**src/rtl/hmb_pkg.sv**
```systemverilog
package hmb_pkg;

    // Temperature format: signed, 0.05 degC per unit
    localparam int TEMP_W    = 14;
    localparam int SHIFT_W   = 3;
    localparam int BIN_OUT_W = 8;
    localparam int CNT_OUT_W = 11;

    // Bin centre arithmetic: offset and full-width sum
    localparam int OFF_W  = 16;
    localparam int HALF_W = 8;
    localparam int CTR_W  = 18;
    localparam logic signed [CTR_W-1:0] CTR_MAX = 18'sd8191;
    localparam logic signed [CTR_W-1:0] CTR_MIN = -18'sd8192;

    // Configuration bus
    localparam int ADDR_W = 4;
    localparam int DATA_W = 32;

    typedef enum logic [1:0] {
        REG_LOW_LIMIT  = 2'd0,
        REG_HIGH_LIMIT = 2'd1,
        REG_BIN_SHIFT  = 2'd2
    } t_reg_idx;

    localparam logic signed [TEMP_W-1:0] LOW_LIMIT_RST  = 14'sd200;
    localparam logic signed [TEMP_W-1:0] HIGH_LIMIT_RST = 14'sd1000;
    localparam logic [SHIFT_W-1:0]       BIN_SHIFT_RST  = 3'd2;

    // Per-sample control flags travelling with the bin index
    typedef struct packed {
        logic hit;   // sample lies within the limits
        logic last;  // final pixel of the frame
    } t_bin_flags;

endpackage

```
**src/rtl/hmb_count_ram.sv**
```systemverilog
module hmb_count_ram
    import hmb_pkg::*;
#(
    parameter int DEPTH = 200,
    parameter int AW    = 8,
    parameter int DW    = 11
) (
    input  logic          i_clk,
    input  logic          i_we,
    input  logic [AW-1:0] i_waddr,
    input  logic [DW-1:0] i_wdata,
    input  logic          i_re,
    input  logic [AW-1:0] i_raddr,
    output logic [DW-1:0] o_rdata
);

    logic [DW-1:0] r_mem [DEPTH];
    logic [DW-1:0] r_rdata;

    // Write port
    always_ff @(posedge i_clk) begin
        if (i_we) begin
            r_mem[i_waddr] <= i_wdata;
        end
    end

    // Registered read port, old data on a same-address collision
    always_ff @(posedge i_clk) begin
        if (i_re) begin
            r_rdata <= r_mem[i_raddr];
        end
    end

    assign o_rdata = r_rdata;

endmodule

```
**src/rtl/hmb_bin_calc.sv**
```systemverilog
module hmb_bin_calc
    import hmb_pkg::*;
#(
    parameter int NUM_BINS = 200,
    parameter int BIN_W    = 8
) (
    input  logic signed [TEMP_W-1:0] i_sample,
    input  logic                     i_last,
    input  logic signed [TEMP_W-1:0] i_low_limit,
    input  logic signed [TEMP_W-1:0] i_high_limit,
    input  logic [SHIFT_W-1:0]       i_bin_shift,
    output logic [BIN_W-1:0]         o_bin,
    output t_bin_flags               o_flags
);

    localparam logic [TEMP_W-1:0] LAST_BIN = TEMP_W'(NUM_BINS - 1);

    logic [TEMP_W:0]   diff_full;
    logic [TEMP_W-1:0] diff;
    logic [TEMP_W-1:0] shifted;

    // Offset from the low limit; never negative when the sample is in range
    assign diff_full = {i_sample[TEMP_W-1], i_sample} - {i_low_limit[TEMP_W-1], i_low_limit};
    assign diff      = diff_full[TEMP_W-1:0];
    assign shifted   = diff >> i_bin_shift;

    // Clamp far samples into the top bin
    assign o_bin = (shifted > LAST_BIN) ? LAST_BIN[BIN_W-1:0] : shifted[BIN_W-1:0];

    assign o_flags.hit  = (i_sample >= i_low_limit) && (i_sample <= i_high_limit);
    assign o_flags.last = i_last;

endmodule

```
**src/rtl/hmb_mode_track.sv**
```systemverilog
module hmb_mode_track
    import hmb_pkg::*;
#(
    parameter int BIN_W = 8,
    parameter int CNT_W = 11
) (
    input  logic                     i_clk,
    input  logic                     i_rst_n,
    input  logic                     i_upd,
    input  t_bin_flags               i_flags,
    input  logic [BIN_W-1:0]         i_bin,
    input  logic [CNT_W-1:0]         i_cnt,
    input  logic signed [TEMP_W-1:0] i_low_limit,
    input  logic [SHIFT_W-1:0]       i_bin_shift,
    output logic [BIN_W-1:0]         o_mode_bin,
    output logic [CNT_W-1:0]         o_mode_count,
    output logic signed [TEMP_W-1:0] o_background
);

    logic [BIN_W-1:0] r_best_bin;
    logic [CNT_W-1:0] r_best_cnt;

    logic                    take;
    logic [BIN_W-1:0]        cur_bin;
    logic [CNT_W-1:0]        cur_cnt;
    logic [OFF_W-1:0]        off;
    logic [HALF_W-1:0]       half;
    logic signed [CTR_W-1:0] ctr;

    // Running argmax, lower index wins a tie
    assign take    = i_flags.hit && ((i_cnt > r_best_cnt) ||
                     ((i_cnt == r_best_cnt) && (i_bin <= r_best_bin)));
    assign cur_bin = take ? i_bin : r_best_bin;
    assign cur_cnt = take ? i_cnt : r_best_cnt;

    always_ff @(posedge i_clk) begin
        if (!i_rst_n) begin
            r_best_bin <= '0;
            r_best_cnt <= '0;
        end else if (i_upd) begin
            if (i_flags.last) begin
                r_best_bin <= '0;
                r_best_cnt <= '0;
            end else begin
                r_best_bin <= cur_bin;
                r_best_cnt <= cur_cnt;
            end
        end
    end

    // Bin centre: low + bin * width + width / 2, saturated to the sample range
    assign off  = OFF_W'(cur_bin) << i_bin_shift;
    assign half = (HALF_W'(1) << i_bin_shift) >> 1;
    assign ctr  = CTR_W'(i_low_limit) + signed'(CTR_W'(off)) + signed'(CTR_W'(half));

    always_comb begin
        priority if (ctr > CTR_MAX) begin
            o_background = CTR_MAX[TEMP_W-1:0];
        end else if (ctr < CTR_MIN) begin
            o_background = CTR_MIN[TEMP_W-1:0];
        end else begin
            o_background = ctr[TEMP_W-1:0];
        end
    end

    assign o_mode_bin   = cur_bin;
    assign o_mode_count = cur_cnt;

endmodule

```
**src/rtl/histogram_mode_background_top.sv**
```systemverilog
// Histogram-mode background estimator. Each transfer carries one pixel
// temperature; samples within [low_limit, high_limit] are counted in bin
// (sample - low_limit) >> bin_shift, clamped to the top bin, and a bin count
// stops at MAX_PIXELS. The transfer marked last yields one result: the
// fullest bin (lowest index on a tie), its count and its centre temperature;
// then the histogram starts over. One sample per clock is sustained unless
// the input stalls: the count memory is read as a sample is taken and
// written back from the update stage, with the write of the sample ahead
// forwarded on a same-bin collision. The result register holds each result
// until taken. A per-bin flag register marks bins touched in the current
// frame, so the frame clear needs no pass over the memory. The input stalls
// only while a result is still waiting and the next frame's last sample is
// about to finish. Write the limits and shift only while no sample is in
// flight; counts already taken in a frame are kept.
module histogram_mode_background_top
    import hmb_pkg::*;
#(
    parameter int NUM_BINS   = 200,
    parameter int MAX_PIXELS = 1024
) (
    input  logic                     i_clk,
    input  logic                     i_rst_n,
    // Sample channel
    input  logic                     i_valid,
    output logic                     o_ready,
    input  logic signed [TEMP_W-1:0] i_sample,
    input  logic                     i_last,
    // Result channel
    output logic                     o_valid,
    input  logic                     i_ready,
    output logic signed [TEMP_W-1:0] o_background,
    output logic [BIN_OUT_W-1:0]     o_mode_bin,
    output logic [CNT_OUT_W-1:0]     o_mode_count,
    // Configuration
    input  logic                     psel,
    input  logic                     penable,
    input  logic                     pwrite,
    input  logic [ADDR_W-1:0]        paddr,
    input  logic [DATA_W-1:0]        pwdata,
    output logic [DATA_W-1:0]        prdata,
    output logic                     pready
);

    localparam int BIN_W = $clog2(NUM_BINS);
    localparam int CNT_W = $clog2(MAX_PIXELS + 1);
    localparam logic [CNT_W-1:0] MAX_CNT = CNT_W'(MAX_PIXELS);

    // Configuration registers
    logic signed [TEMP_W-1:0] r_low_limit;
    logic signed [TEMP_W-1:0] r_high_limit;
    logic [SHIFT_W-1:0]       r_bin_shift;
    logic                     cfg_wr;
    t_reg_idx                 cfg_idx;

    // Front end
    logic             accept;
    logic [BIN_W-1:0] calc_bin;
    t_bin_flags       calc_flags;

    // Update stage
    logic             r_s1_valid;
    t_bin_flags       r_s1_flags;
    logic [BIN_W-1:0] r_s1_bin;
    logic             r_vld_q;
    logic             s1_fire;
    logic [CNT_W-1:0] ram_q;
    logic [CNT_W-1:0] old_cnt;
    logic [CNT_W-1:0] new_cnt;
    logic             cnt_we;

    // Write seen at the edge of this stage's read
    logic             r_fw_wr;
    logic             r_fw_clr;
    logic [BIN_W-1:0] r_fw_bin;
    logic [CNT_W-1:0] r_fw_cnt;

    // Bins touched in the current frame
    logic [NUM_BINS-1:0] r_valid;

    // Mode tracker outputs
    logic [BIN_W-1:0]         mt_bin;
    logic [CNT_W-1:0]         mt_cnt;
    logic signed [TEMP_W-1:0] mt_bg;

    // Output register
    logic                     r_out_valid;
    logic signed [TEMP_W-1:0] r_out_bg;
    logic [BIN_OUT_W-1:0]     r_out_bin;
    logic [CNT_OUT_W-1:0]     r_out_cnt;

    // Configuration port
    assign pready  = 1'b1;
    assign cfg_wr  = psel && penable && pwrite && pready;
    assign cfg_idx = t_reg_idx'(paddr[ADDR_W-1:2]);

    always_ff @(posedge i_clk) begin
        if (!i_rst_n) begin
            r_low_limit  <= LOW_LIMIT_RST;
            r_high_limit <= HIGH_LIMIT_RST;
            r_bin_shift  <= BIN_SHIFT_RST;
        end else if (cfg_wr) begin
            unique case (cfg_idx)
                REG_LOW_LIMIT:  r_low_limit  <= signed'(pwdata[TEMP_W-1:0]);
                REG_HIGH_LIMIT: r_high_limit <= signed'(pwdata[TEMP_W-1:0]);
                REG_BIN_SHIFT:  r_bin_shift  <= pwdata[SHIFT_W-1:0];
                default: ;
            endcase
        end
    end

    always_comb begin
        unique case (cfg_idx)
            REG_LOW_LIMIT:  prdata = DATA_W'(r_low_limit);
            REG_HIGH_LIMIT: prdata = DATA_W'(r_high_limit);
            REG_BIN_SHIFT:  prdata = DATA_W'(r_bin_shift);
            default:        prdata = '0;
        endcase
    end

    // Bin index of the incoming sample
    hmb_bin_calc #(
        .NUM_BINS (NUM_BINS),
        .BIN_W    (BIN_W)
    ) u_bin_calc (
        .i_sample     (i_sample),
        .i_last       (i_last),
        .i_low_limit  (r_low_limit),
        .i_high_limit (r_high_limit),
        .i_bin_shift  (r_bin_shift),
        .o_bin        (calc_bin),
        .o_flags      (calc_flags)
    );

    // Handshake: a last sample waits only while the output register is held
    assign s1_fire = r_s1_valid && (!r_s1_flags.last || !r_out_valid || i_ready);
    assign o_ready = !r_s1_valid || s1_fire;
    assign accept  = i_valid && o_ready;

    // Count memory, read on accept, written back from the update stage
    hmb_count_ram #(
        .DEPTH (NUM_BINS),
        .AW    (BIN_W),
        .DW    (CNT_W)
    ) u_count_ram (
        .i_clk   (i_clk),
        .i_we    (cnt_we),
        .i_waddr (r_s1_bin),
        .i_wdata (new_cnt),
        .i_re    (accept),
        .i_raddr (calc_bin),
        .o_rdata (ram_q)
    );

    // Stage register and forwarding capture
    always_ff @(posedge i_clk) begin
        if (!i_rst_n) begin
            r_s1_valid <= 1'b0;
            r_fw_wr    <= 1'b0;
            r_fw_clr   <= 1'b0;
        end else if (accept) begin
            r_s1_valid <= 1'b1;
            r_fw_wr    <= cnt_we;
            r_fw_clr   <= s1_fire && r_s1_flags.last;
        end else if (s1_fire) begin
            r_s1_valid <= 1'b0;
        end
    end

    always_ff @(posedge i_clk) begin
        if (accept) begin
            r_s1_flags <= calc_flags;
            r_s1_bin   <= calc_bin;
            r_vld_q    <= r_valid[calc_bin];
            r_fw_bin   <= r_s1_bin;
            r_fw_cnt   <= new_cnt;
        end
    end

    // Old count: cleared frame, forwarded write, or memory if touched this frame
    always_comb begin
        priority if (r_fw_clr) begin
            old_cnt = '0;
        end else if (r_fw_wr && (r_fw_bin == r_s1_bin)) begin
            old_cnt = r_fw_cnt;
        end else if (r_vld_q) begin
            old_cnt = ram_q;
        end else begin
            old_cnt = '0;
        end
    end

    // Saturating increment
    assign new_cnt = (old_cnt == MAX_CNT) ? old_cnt : old_cnt + CNT_W'(1);
    assign cnt_we  = s1_fire && r_s1_flags.hit;

    // Frame flags: set on write, all cleared after the last sample
    always_ff @(posedge i_clk) begin
        if (!i_rst_n) begin
            r_valid <= '0;
        end else if (s1_fire && r_s1_flags.last) begin
            r_valid <= '0;
        end else if (cnt_we) begin
            r_valid[r_s1_bin] <= 1'b1;
        end
    end

    // Running argmax and bin centre
    hmb_mode_track #(
        .BIN_W (BIN_W),
        .CNT_W (CNT_W)
    ) u_mode_track (
        .i_clk        (i_clk),
        .i_rst_n      (i_rst_n),
        .i_upd        (s1_fire),
        .i_flags      (r_s1_flags),
        .i_bin        (r_s1_bin),
        .i_cnt        (new_cnt),
        .i_low_limit  (r_low_limit),
        .i_bin_shift  (r_bin_shift),
        .o_mode_bin   (mt_bin),
        .o_mode_count (mt_cnt),
        .o_background (mt_bg)
    );

    // Result register
    always_ff @(posedge i_clk) begin
        if (!i_rst_n) begin
            r_out_valid <= 1'b0;
        end else if (s1_fire && r_s1_flags.last) begin
            r_out_valid <= 1'b1;
        end else if (i_ready) begin
            r_out_valid <= 1'b0;
        end
    end

    always_ff @(posedge i_clk) begin
        if (s1_fire && r_s1_flags.last) begin
            r_out_bg  <= mt_bg;
            r_out_bin <= BIN_OUT_W'(mt_bin);
            r_out_cnt <= CNT_OUT_W'(mt_cnt);
        end
    end

    assign o_valid      = r_out_valid;
    assign o_background = r_out_bg;
    assign o_mode_bin   = r_out_bin;
    assign o_mode_count = r_out_cnt;

endmodule

```
**config.mk**
```make
export PLATFORM = sky130hd
export DESIGN_NAME = histogram_mode_background_top
export DESIGN_NICKNAME = d
export VERILOG_FILES = /design/src/rtl/hmb_pkg.sv /design/src/rtl/hmb_count_ram.sv /design/src/rtl/hmb_bin_calc.sv /design/src/rtl/hmb_mode_track.sv /design/src/rtl/histogram_mode_background_top.sv
export SDC_FILE = /design/constraint.sdc
export NUM_CORES = 2
export LEC_CHECK = 0
export BUFFER_PORTS_ARGS = -buffer_cell sky130_fd_sc_hd__buf_4
export CORE_UTILIZATION = 45
export CTS_BUF_LIST = sky130_fd_sc_hd__clkbuf_4 sky130_fd_sc_hd__clkbuf_8 sky130_fd_sc_hd__clkbuf_16
export DETAILED_ROUTE_END_ITERATION = 12
export GPL_ROUTABILITY_DRIVEN = 1
export GPL_TIMING_DRIVEN = 1
export SLEW_MARGIN = 5
export SYNTH_ARGS = -nofsm -noshare
export SYNTH_HDL_FRONTEND = slang
export SYNTH_HIERARCHICAL = 1
export SYNTH_SLANG_ARGS = --single-unit
```
**constraint.sdc**
```tcl
create_clock -name i_clk -period 15.1 [get_ports i_clk]
set_clock_uncertainty 0.05 [all_clocks]
set_input_delay 1.51 -clock i_clk [delete_from_list [all_inputs] [get_ports i_clk]]
set_output_delay 1.51 -clock i_clk [all_outputs]
set_load 0.02 [all_outputs]
```
==> run summary <==
run status - completed
first-pass iteration count of the detailed router - 7
Max-cap violations - 0
mean number of vias per cell - 6.07
Critical path buffers and inverters - 3
top routing layer in use - met4
total I/O pin count - 126
all-layer global routing usage - 0.232
die area - 232000 µm²
maximum number of pins on one net before global-route repair - 203
worst-case setup slack after placement - 4.97 ns
sum of negative setup slack - 0 ns
final hold vios - 0
met3 routed WL - 22300 µm
top post-synthesis cells by area - sky130_fd_sc_hd__edfxtp_1 66%, sky130_fd_sc_hd__mux4_2 13%, sky130_fd_sc_hd__dfxtp_1 4.9%
Syn. warnings - 6
number of nets in the layout - 6151
instance count of the mapped netlist - 5822
Leak Pwr - 39.4 nW
Setup violations, final - 0
switching portion of total power - 0.216
nature of the critical path endpoint - flip-flop
Slew Viols, Final - 0
critical path's largest stage delay - 1.06 ns
antenna violations before repair - 6
first-pass GRT wire length - 389000 µm
Startpoint Class - flip-flop
Die W - 481 µm
kind of cell with the highest combined delay on the critical path - simple AND/OR/NAND/NOR gates
maximum root-to-sink buffer count - 4
number of remaining DRC errors - 0
number of global-route vias before repair - 54818
share of cells above drive strength 1 - 0.229
clock insertion delay at the later pin of the skew report - 0.95 ns
power per standard cell area - 130 nW/µm²
deepest level of the CTS H-tree - 5
Tightest Hold Check Type - reg2reg
worst IR drop on VDD - 0.0000779 V
Internal Dissipation - 11.9 mW
Combinational Power Share - 0.058
root buffer selected by CTS - sky130_fd_sc_hd__clkbuf_16
required time of the worst setup path - 15.63 ns
post-synthesis sequential element count - 2528
Post-CTS Hold Fix Bufs - 0
most instantiated library cell after synthesis - sky130_fd_sc_hd__edfxtp_1
clock period minus worst slack - 9.79 ns
Max Fclk - 102 MHz
post-cts gate resize count - 0
arrival time of the worst setup path - 10.32 ns
transition time of the tightest slew-check pin - 1.36 ns
cell type of the slowest stage on the worst timing path - sky130_fd_sc_hd__o41ai_2
critical path class - reg2reg
post-detailed-route wirelength per cell - 29.2 µm
total standard cell area after synthesis - 103000 µm²
Synth top cells by count - 2274 x sky130_fd_sc_hd__edfxtp_1, 606 x sky130_fd_sc_hd__mux4_2, 523 x sky130_fd_sc_hd__nor2_1
setup repair bufs after CTS - 0
standard-cell rows - 175
total wire length - 269000 µm
CP most frequent cell - sky130_fd_sc_hd__ha_1
unrepaired setup endpoints after global routing - false
clk slew on worst S/H paths - 0.06 ns
fraction of registers with async set/reset - 0
final worst path period share - 0.648
placer's final routability congestion estimate - 0.869
detailed route wirelength on metal2 - 127000 µm
Top FF cell, synth - sky130_fd_sc_hd__edfxtp_1
Overflow after GRT - 0
initial drt markers - 5696
Num CTS Buffers - 282
total core area - 228000 µm²
Area growth, synth to finish - 12.5%
Starting Density - 0.454
total routed wire length on the met1 layer - 113000 µm
proportion of power drawn by flip-flops and latches - 0.511
reported net switching power - 3.27 mW
Worst slew margin - 0.0835
Antenna Violating Nets Remaining - 0
average footprint of a synthesized cell - 17.7 µm²
cell type with the largest total area after synthesis - sky130_fd_sc_hd__edfxtp_1
estimated wirelength of the detail-placed design - 160000 µm
post-synthesis sequential area ratio - 0.710
number of nets produced by synthesis - 5961
clock network fraction of design power - 0.431
die boundary height - 481 µm
number of port buffers - 104
top fanout value on the critical path - 108
TritonCTS clock tree - yes
number of sinks on the clock net - 2528
min setup slack post-route - 5.31 ns
number of enable flip-flop cells after synthesis - 2274
vias post-DR - 55980
library cells used by synthesis - 118
top-area cell type share of the netlist area - 0.661
==> cells by family after synthesis <==
family / Yosys count / share of synthesized area
multiplexers: 812 / 0.153
adder cells (fa/ha/maj): 81 / 0.0105
buffers and inverters: 469 / 0.0248
AND/OR/NAND/NOR: 1119 / 0.0481
other: 1 / 0.0000363
AO/OA/AOI/OAI: 773 / 0.0496
XOR/XNOR: 39 / 0.00396
flip-flops: 2528 / 0.710
==> metal layers <==
layer  up-vias  global-route usage
met5         -                   0
met2      2249               0.362
li1      23632                   -
met3       424              0.0515
met4         0              0.0701
met1     29675               0.326
==> per-stage QoR <==
| step | power, mW | instance area (µm²) | cells | hold WS, ns | util |
|---|---|---|---|---|---|
| 4_1_cts | 15.3 | 116000 | 9211 | 0.414 | 0.510 |
| 3_5_place_dp | 8.76 | 107000 | 8737 | 0.399 | 0.472 |
| 2_1_floorplan | 8.46 | 103000 | 5822 | 0.379 | - |
| 3_3_place_gp | 8.74 | 107000 | 8737 | 0.391 | 0.472 |
| 6_report | 15.1 | 116000 | 9220 | 0.413 | 0.510 |
| 5_1_grt | 15.6 | 116000 | 9216 | 0.431 | 0.510 |
==> final timing paths <==
check,start,end,slack [ns],cells past startpoint
max,r_s1_bin[1],o_background[2],5.31,30
min,r_valid[26],r_valid[26],0.41,2
max reg2reg,r_s1_bin[1],o_background[2],5.31,30
min reg2reg,r_valid[26],r_valid[26],0.41,2
==> tightest hold or removal path, cell delays in order, from the launching register on <==
cell and delay, ns:
sky130_fd_sc_hd__dfxtp_1 0.32, sky130_fd_sc_hd__a21oi_1 0.04, sky130_fd_sc_hd__nor2_1 0.07
==> sequential cells by signal, indices dropped and copies added, names as in the netlist <==
signal / flops
r_fw_bin: 8
o_valid: 1
r_low_limit: 14
r_fw_cnt: 11
r_valid: 200
o_mode_bin: 8
r_s1_bin: 8
r_s1_flags: 2
u_mode_track/r_best_bin: 8
r_fw_wr: 1
u_count_ram/o_rdata: 11
r_bin_shift: 3
o_background: 14
u_count_ram/r_mem: 2200
u_mode_track/r_best_cnt: 11
o_mode_count: 11
r_fw_clr: 1
r_vld_q: 1
r_s1_valid: 1
r_high_limit: 14
==> cells in the final DEF (no fill, tap or decap), drive strengths merged, types with 81 or more instances in the layout <==
cell type and instances:
buf 280, nand3 99, clkbuf 357, mux4 610
clkinv 97, edfxtp 2274, nand2 250, a22oi 87
o21ai 81, inv 97, mux2i 185, a21oi 297
dfxtp 254, nor2 524
==> area by class of cell <==
type                            count  area [µm²]
Fill cell                       18356      112000
Sequential cell                  2528       73400
Multi-Input combinational cell   2825       27700
Clock buffer                      357        7830
Tap cell                         3009        3760
Timing Repair Buffer              280        2250
Clock inverter                    117         892
Inverter                           95         360
Antenna cell                        9        22.5
==> power by group through the flow <==
stage               sequential (mW)  clock, mW  combinational (mW)
floorplan                      7.91          0               0.547
global placement               7.87          0               0.869
detailed placement             7.87          0               0.885
CTS                            7.73       6.65               0.887
global route                   7.72       6.91               0.937
finish                         7.73       6.53               0.883
Note: power is estimated with default switching activity, not from simulation.
